[src/design/pla_pkg.sv]
package pla_pkg;

    // table geometry: ENTRIES entries held GROUP to a cell in a row of CELLS cells
    localparam int ENTRIES = 256;
    localparam int GROUP   = 8;
    localparam int CELLS   = (ENTRIES + GROUP - 1) / GROUP;
    localparam int GRP_W   = $clog2(GROUP);
    localparam int CELL_W  = (CELLS > 1) ? $clog2(CELLS) : 1;
    localparam int IDX_W   = CELL_W + GRP_W;
    localparam int CNT_W   = $clog2(CELLS + 1);
    localparam int COLOR_W = 24;

    localparam logic CMD_PRELOAD = 1'b0;
    localparam logic CMD_ALLOC   = 1'b1;

    localparam logic [1:0] STAT_MATCH   = 2'd0;
    localparam logic [1:0] STAT_NEW     = 2'd1;
    localparam logic [1:0] STAT_FULL    = 2'd2;
    localparam logic [1:0] STAT_PRELOAD = 2'd3;

    typedef enum logic [1:0] {
        ST_IDLE,
        ST_SEARCH,
        ST_PUSH
    } state_t;

    // running search result handed from cell to cell
    typedef struct packed {
        logic             matched;
        logic [IDX_W-1:0] match_idx;
        logic             have_free;
        logic [IDX_W-1:0] free_idx;
    } srch_t;

    // entry write broadcast to every cell
    typedef struct packed {
        logic               en;
        logic [IDX_W-1:0]   idx;
        logic [COLOR_W-1:0] color;
        logic               free;
    } wr_t;

endpackage

[src/design/pla_cell.sv]
module pla_cell
(
    input  logic                          clk,
    input  logic                          rst_n,
    input  logic [pla_pkg::CELL_W-1:0]    cell_id,
    input  pla_pkg::wr_t                  wr,
    input  logic [pla_pkg::COLOR_W-1:0]   key,
    input  pla_pkg::srch_t                srch_in,
    output pla_pkg::srch_t                srch_out
);

    logic [pla_pkg::COLOR_W-1:0] color_reg [pla_pkg::GROUP];
    logic [pla_pkg::GROUP-1:0]   free_reg;
    pla_pkg::srch_t              srch_reg;
    pla_pkg::srch_t              srch_next;

    logic                        local_hit;
    logic [pla_pkg::IDX_W-1:0]   local_hit_idx;
    logic                        local_free;
    logic [pla_pkg::IDX_W-1:0]   local_free_idx;
    logic [pla_pkg::GROUP-1:0]   ent_exists;
    logic [pla_pkg::IDX_W-1:0]   ent_idx [pla_pkg::GROUP];

    always_comb
    begin
        for (int j = 0; j < pla_pkg::GROUP; j++)
        begin
            ent_idx[j]    = {cell_id, pla_pkg::GRP_W'(j)};
            // slots past the end of the table in the last cell never take part
            ent_exists[j] = (32'(ent_idx[j]) < 32'(pla_pkg::ENTRIES));
        end
    end

    // lowest-index hit and lowest-index free entry within this cell
    always_comb
    begin
        local_hit      = 1'b0;
        local_hit_idx  = '0;
        local_free     = 1'b0;
        local_free_idx = '0;
        for (int j = pla_pkg::GROUP - 1; j >= 0; j--)
        begin
            if (ent_exists[j] && free_reg[j])
            begin
                local_free     = 1'b1;
                local_free_idx = ent_idx[j];
            end
            if (ent_exists[j] && !free_reg[j] && (color_reg[j] == key))
            begin
                local_hit     = 1'b1;
                local_hit_idx = ent_idx[j];
            end
        end
    end

    // earlier cells hold lower indexes, so their findings win
    always_comb
    begin
        srch_next = srch_in;
        if (!srch_in.matched && local_hit)
        begin
            srch_next.matched   = 1'b1;
            srch_next.match_idx = local_hit_idx;
        end
        if (!srch_in.have_free && local_free)
        begin
            srch_next.have_free = 1'b1;
            srch_next.free_idx  = local_free_idx;
        end
    end

    always_ff @(posedge clk or negedge rst_n)
    begin
        if (!rst_n)
        begin
            srch_reg <= '0;
            free_reg <= '0;
            for (int j = 0; j < pla_pkg::GROUP; j++)
            begin
                color_reg[j] <= '0;
            end
        end
        else
        begin
            srch_reg <= srch_next;
            for (int j = 0; j < pla_pkg::GROUP; j++)
            begin
                if (wr.en && (wr.idx == ent_idx[j]))
                begin
                    color_reg[j] <= wr.color;
                    free_reg[j]  <= wr.free;
                end
            end
        end
    end

    assign srch_out = srch_reg;

endmodule

[config.mk]
export PLATFORM = sky130hd
export DESIGN_NAME = pla_cell
export DESIGN_NICKNAME = d
export VERILOG_FILES = /design/src/design/pla_pkg.sv /design/src/design/pla_cell.sv
export SDC_FILE = /design/constraint.sdc
export NUM_CORES = 1
export LEC_CHECK = 0
export ABC_AREA = 1
export BUFFER_PORTS_ARGS = -buffer_cell sky130_fd_sc_hd__buf_2
export CORE_ASPECT_RATIO = 0.75
export CORE_UTILIZATION = 44
export DETAILED_ROUTE_END_ITERATION = 10
export GPL_TIMING_DRIVEN = 0
export SLEW_MARGIN = 10
export SYNTH_ARGS = -nofsm -noshare
export SYNTH_HDL_FRONTEND = slang
export SYNTH_SLANG_ARGS = --single-unit
export TNS_END_PERCENT = 100
[constraint.sdc]
create_clock -name clk -period 1.7 [get_ports clk]
set_input_delay 0.17 -clock clk [delete_from_list [all_inputs] [get_ports clk]]
set_output_delay 0.17 -clock clk [all_outputs]
set_load 0.05 [all_outputs]
---- After elaboration in Yosys (flattened, before gate mapping) ----
Cells that the tools add are included.
cells by class
  reductions and logical operators ........ 28
  eq/ne operators ......................... 16
  muxes and demuxes ....................... 34
operators with widths
  operator             count
  $eq A24 B24 Y1       8
  $mux W8              16
  $eq A8 B8 Y1         8
  $logic_and A1 B1 Y1  18
  $mux W9              2
  $mux W1              16
  $logic_not A1 Y1     10
word-level totals
  logic and storage cells ................. 98
  output and inout bits ................... 18
  register bits ........................... 218
  input port bits ......................... 83

---- Logic depth before layout (Yosys ltp) ----
Gate-level depths: netlist of the first run.
  depth in word-level cells ............... 12
  depth in mapped cells ................... 17
  gate-level depth less buffers ........... 16

---- Worst setup path after synthesis of the first run ----
No wires, ideal clock.
  kind .................................... input to register
  start ................................... input cell_id[2] (netlist name)
  end ..................................... register color_reg[127] (netlist name)
  arrival time ............................ 1.524 ns
  path buffers ............................ 1
  slack ................................... 0.043 ns
  cell stages on the path ................. 6
  cell sequence ........................... or2_2 > a2111oi_4 > nand3_1 > clkbuf_1 > nand2_1 > o21ai_0
on the way
  cells in the longest elaborated chain, start to end .. 2
RTL lines
  what                            line            RTL
  start: declaration              pla_cell.sv:5   input logic [pla_pkg::CELL_W-1:0] cell_id,
  $eq A8 B8 Y1                    pla_cell.sv:88  if (wr.en && (wr.idx == ent_idx[j]))
  $logic_and A1 B1 Y1             pla_cell.sv:88
  end signal: indexed assignment  pla_cell.sv:90  color_reg[j] <= wr.color;
  end: declaration                pla_cell.sv:12  logic [pla_pkg::COLOR_W-1:0] color_reg [pla_pkg::GROUP];
Every way passes these cells.
A chain may end at the register's enable or synchronous reset.

==> results.toml, run 1 <==
[outcome]
run_status = "finished, violations left"
violations = "setup timing"

[job]
drv_cap = 0

[routing]
num_vias = 10700
wire_per_inst_um = 18.9
drtIter0Drc = 1000
final_antenna_net_count = 0
drt_wl_total_um = 38700
vias_per_cell = 5.23
drt-pass1-iter-count = 7
post-route-drc-count = 0

[clock_tree]
clock-root-buffer = "clkbuf_16"
cts_buffer_depth = 3
clock_latency_ns = 0.53
cts_buffers = 24
cts_tree = "built"
path_clk_slew_ns = 0.06
h-tree-depth = 1
cts.sinks = 218

[global_route]
grt_overflow = 0
antenna_found_initial = 0
grt_usage_pct = 29.8
grt_pass1_wl_um = 58900
grt_pass1_vias = 9815
grt_max_degree = 106

[yosys]
synth.distinct_cells = 25
synth.area.top_cells = "dfrtp_1, nand2_1, o21ai_0"
synth_top_area_share_pct = 48.4
synthFlopType = "dfrtp_1"
synth_common_cells = "nand2_1, o21ai_0, dfrtp_1"
netlist_instances = 1540
async_flop_share_pct = 100
synth_edf_count = 0
synth_seq_cells = 218
synth.most_common_cell = "nand2_1"
synth_warnings = 0
yosys.area.top_type = "dfrtp_1"
synth.avg_cell_area_sq_um = 7.32
mappedNetlistNets = 1623
netlist_area_sq_um = 11300
synth-seq-area-share_pct = 48.4

[critical_path]
cp_max_fo = 5
reg2reg_from = "color_reg[61]$_DFFE_PN0P_"
crit_start = "color_reg[61]$_DFFE_PN0P_"
critPathBufInv = 0
critPathKind = "reg2reg"
critPathCaptureType = "register"
crit_path_start_kind = "register"
critPathMostFrequentCell = "nand2_1"
cp_top_family = "simple AND/OR/NAND/NOR gates"
cpMaxStageDelayCell = "dfrtp_1"
cp.arrival_ns = 2.40
max_stage_delay_ns = 0.39
required_ns = 2.15
crit_chain = "nand2_1, o21ai_0, nor2_1, nand2_1, nor2_1, nand3_1, nand2_2, nor2_4, nand2_4, nand2_4, nor2_2, nand2_1, nand2_1"

[cells_and_area]
fill_cells = 2482
finish.instance_area_sq_um = 13600
utilization_pct = 54.2
drive_above_1_share_pct = 12.6
antenna_cells = 0
largest_reg_flops = 192
syn2layout_area_growth_pct = 20.6
multi_input_area_sq_um = 5110
seq_area_sq_um = 5460
fin_nets = 1770

[floorplan]
rows = 50
dieArea_sq_um = 26300
die-width_um = 187
start_util_pct = 44.9
io-pin-count = 101
core_area_sq_um = 25100
die_height_um = 141

[timing]
hold_violations = 0
timing.hold.ws_ns = 0.00921
worstMarginPinSlew_ns = 0.792
slew_headroom_pct = 47.2
rsz0062_at_grt = "true"
timing.final.crit_share_pct = 115
fin_worst_skew_ns = 0.0115
setup_viol = 9
fin_crit_ns = 1.95
slew_viol_final = 0
setup_slack_ns = -0.250
fmax_mhz = 513

[pwr]
ir_drop_uv = 639
powerDensity_nw_per_um2 = 995
p_leak_nw = 6.53
finalPower_mw = 13.5

[min_path]
hold_class = "in2reg"
holdCritStartpoint = "wr[10]"

[placed_design]
io_buffers = 84
placed_area_sq_um = 12200
dp_hpwl_um = 27600
place.gp.congestion = 0.967
where the power goes:
group | leakage (nW) | internal (mW) | total (mW) | switching, mW
combinational | 3.12 | 0.650 | 1.88 | 1.23
clock | 0.437 | 3.71 | 5.87 | 2.17
sequential | 2.97 | 5.53 | 5.78 | 0.248
total | 6.53 | 9.89 | 13.5 | 3.65
cells by family (layout without fill, tap and decap cells):
kind of cell / Yosys count / in the layout / share of synthesized area (%)
xor+xnor: 65 / 65 / 5.05
flops: 218 / 218 / 48.4
compound gates: 256 / 256 / 11.6
mux: 5 / 5 / 0.499
buf+inv: 233 / 397 / 8.03
simple gates: 763 / 764 / 26.4
placed cells by master, fill, tap and decap left out, drive strengths merged:
cell type / synthesis / routed
nand2: 571 / 572
o21ai: 243 / 243
dfrtp: 218 / 218
inv: 165 / 165
nor2: 127 / 127
buf: 25 / 120
clkbuf: 36 / 73
xnor2: 40 / 40
nand3: 39 / 39
xor2: 25 / 25
dlygate4sd3: 0 / 25
nand4: 13 / 13
a21oi: 9 / 9
clkinv: 7 / 9
or2: 5 / 5
mux2: 5 / 5
bufinv: 0 / 5
nor3: 5 / 5
nand3b: 2 / 2
o22ai: 1 / 1
o22a: 1 / 1
nor4: 1 / 1
a31oi: 1 / 1
a2111oi: 1 / 1
final timing paths:
| kind | end | slack [ns] | cells past startpoint |
|---|---|---|---|
| max | srch_out[9]$_DFF_PN0_ | -0.25 | 13 |
| min | color_reg[129]$_DFFE_PN0P_ | 0.009 | 3 |
| max reg2reg | srch_out[9]$_DFF_PN0_ | -0.25 | 13 |
| min reg2reg | color_reg[29]$_DFFE_PN0P_ | 0.49 | 2 |
| min in group asynchronous | color_reg[53]$_DFFE_PN0P_ | 0.04 | 2 |
| max in group asynchronous | color_reg[132]$_DFFE_PN0P_ | 0.88 | 3 |
through the flow:
step	setup slack (ns)	TNS [ns]	std cells
4_1_cts	-0.103	-0.649	2042
3_5_place_dp	-0.714	-126.11	1964
6_report	-0.250	-1.45	2043
5_1_grt	-0.298	-1.97	2043
2_1_floorplan	0.0431	0	1540
3_3_place_gp	-3.58	-894.40	1962
layer usage:
metal	vias to the layer above	global-route usage [%]	part of all wire (%)
met5	-	0	0
met4	0	8.33	2.5
li1	5082	-	-
met1	5107	45.5	47
met3	63	5.30	8.4
met2	429	43.1	42
worst reg2reg max path, stage by stage, from the launching register on:
cell,delay [ns]
dfrtp_1,0.39
nand2_1,0.15
o21ai_0,0.11
nor2_1,0.16
nand2_1,0.15
nor2_1,0.13
nand3_1,0.15
nand2_2,0.13
nor2_4,0.05
nand2_4,0.11
nand2_4,0.09
nor2_2,0.11
nand2_1,0.07
nand2_1,0.07
final cells by class:
| cell class | count | area share [%] |
|---|---|---|
| repair buffers | 120 | 5.94 |
| plain buffers | 61 | 1.94 |
| multi-input cells | 1090 | 37.6 |
| well taps | 338 | 3.11 |
| clock inverters | 7 | 1.18 |
| inverters | 172 | 4.75 |
| clock buffers | 37 | 5.37 |
| flip-flops and latches | 218 | 40.1 |
what timing repair did:
action                                  in CTS  in global routing
endpoints found under the setup margin     197                 16
endpoints found under the hold margin      236                  0
pin swaps                                   12                 13
resized for setup                           44                 15
hold buffers                                25                  0
gates cloned                                 1                  0
buffers inserted                             8                  1
Note: power is estimated with default switching activity, not from simulation.
==> run 2, diff against run 1 <==
--- a/config.mk
+++ b/config.mk
@@ -11,6 +11,7 @@
 export CORE_UTILIZATION = 44
 export DETAILED_ROUTE_END_ITERATION = 10
 export GPL_TIMING_DRIVEN = 0
+export PLACE_DENSITY_LB_ADDON = 0.05
 export SLEW_MARGIN = 10
 export SYNTH_ARGS = -nofsm -noshare
 export SYNTH_HDL_FRONTEND = slang
==> run 2 against run 1 <==
Net effect: the run still ends with setup timing left; largest cell class unchanged; utilization fell by 0.10 points; largest power group is now registers; combinational power barely moved; register-to-register slack improved by 0.06 ns.
==> results.toml, run 2 (synthesized netlist as in run 1, its figures left out) <==
[timing]
fmax_mhz = 530
timing.final.crit_share_pct = 111
rsz0062_at_grt = "true"
slew_viol_final = 0
slew_headroom_pct = 48.6
hold_violations = 0
setup_slack_ns = -0.189
timing.hold.ws_ns = 0.0105
worstMarginPinSlew_ns = 0.771
setup_viol = 8
fin_crit_ns = 1.89
fin_worst_skew_ns = 0.0110

[critical_path]
critPathMostFrequentCell = "nand2_2"
required_ns = 2.15
cp_max_fo = 4
cp.arrival_ns = 2.34
critPathCaptureType = "register"
critPathKind = "reg2reg"
max_stage_delay_ns = 0.37
crit_chain = "inv_1, nand2_2, nand4_1, nor2_2, nand2_2, nor2_4, nand2_2, nand2_2, nor2_4, nand2_4, buf_6, nand3_1, nand2_1"
cpMaxStageDelayCell = "dfrtp_1"
crit_path_start_kind = "register"

[placed_design]
placed_area_sq_um = 12200
place_ws_ns = -0.779
dp_hpwl_um = 27600
place.gp.congestion = 0.975
io_buffers = 84

[floorplan]
core_area_sq_um = 25100
die_height_um = 141
start_util_pct = 44.9
dieArea_sq_um = 26300
io-pin-count = 101
die-width_um = 187
rows = 50

[cells_and_area]
final_cell_mix = "nand2_1, dfrtp_1, o21ai_0"
fin_nets = 1770
largest_reg_flops = 192
finish.instance_area_sq_um = 13600
utilization_pct = 54.1
syn2layout_area_growth_pct = 20.4
drive_above_1_share_pct = 14.1
antenna_cells = 0
final_common_cell = "nand2_1"

[clock_tree]
cts_tree = "built"
clock-root-buffer = "clkbuf_16"
cts.sinks = 218
cts_buffer_depth = 3
h-tree-depth = 1
clock_latency_ns = 0.52
cts_buffers = 24
path_clk_slew_ns = 0.06

[routing]
wire_per_inst_um = 19.0
num_vias = 10600
drtIter0Drc = 1169
post-route-drc-count = 0
drt_wl_total_um = 38700
drt-pass1-iter-count = 5
final_antenna_net_count = 0
vias_per_cell = 5.19

[global_route]
grt_usage_pct = 30.0
grt_overflow = 0
grt_max_degree = 104
antenna_found_initial = 0
grt_pass1_vias = 9702
grt_pass1_wl_um = 59500

[pwr]
finalPower_mw = 12.8
powerDensity_nw_per_um2 = 940
ir_drop_uv = 630
p_leak_nw = 6.48

[job]
drv_cap = 0

[outcome]
violations = "setup timing"
run_status = "finished, violations left"

[min_path]
hold_class = "in2reg"
## run 2: final timing paths
path	end	cells after the start	start	slack [ns]
setup / recovery	srch_out[13]$_DFF_PN0_	13	color_reg[77]$_DFFE_PN0P_	-0.19
hold / removal	color_reg[129]$_DFFE_PN0P_	3	wr[10]	0.01
setup reg to reg	srch_out[13]$_DFF_PN0_	13	color_reg[77]$_DFFE_PN0P_	-0.19
hold reg to reg	color_reg[29]$_DFFE_PN0P_	2	color_reg[29]$_DFFE_PN0P_	0.49
max in group asynchronous	color_reg[162]$_DFFE_PN0P_	4	rst_n	0.31
min in group asynchronous	color_reg[146]$_DFFE_PN0P_	2	rst_n	0.13
## run 2: area by class of cell
type,instances,area [sq um]
multi-input cells,1090,5230
fillers,2483,11500
clock inverters,3,40.0
well taps,338,423
flip-flops and latches,218,5460
inverters,172,646
clock buffers,35,703
repair buffers,120,812
plain buffers,61,267
## run 2: timing repair
action | in CTS | in global routing
pin swaps | 34 | 7
setup buffers | 8 | 2
hold buffers | 24 | 0
gates cloned | 1 | 0
endpoints found under the hold margin | 132 | 0
gates resized for setup | 68 | 27
endpoints found under the setup margin | 216 | 19
## run 2: stage by stage
step,std cells,TNS [ns]
detailed placement,1964,-140.18
finish,2037,-1.14
floorplan,1540,0
global placement,1962,-907.53
CTS,2035,-0.606
global route,2037,-1.68
## run 2: worst max-delay path, delay by kind of cell, from the launching register on
kind / cells / cell delay, ns
buffers and inverters: 2 / 0.20
flip-flops: 1 / 0.37
AND/OR/NAND/NOR: 11 / 1.25
## run 2: power by group
group | leakage [nW] | internal [mW] | switching [mW]
logic | 3.14 | 0.658 | 1.25
registers | 2.97 | 5.53 | 0.248
clock network | 0.366 | 2.98 | 2.09
## run 2: layer usage
layer  wire length [um]  share of wire (%)  track usage [%]
met4               1030                2.7             8.11
met1              18900                 49             46.7
met2              16100                 41             43.1
met3               2760                7.1             4.61
met5                  0                  0                0
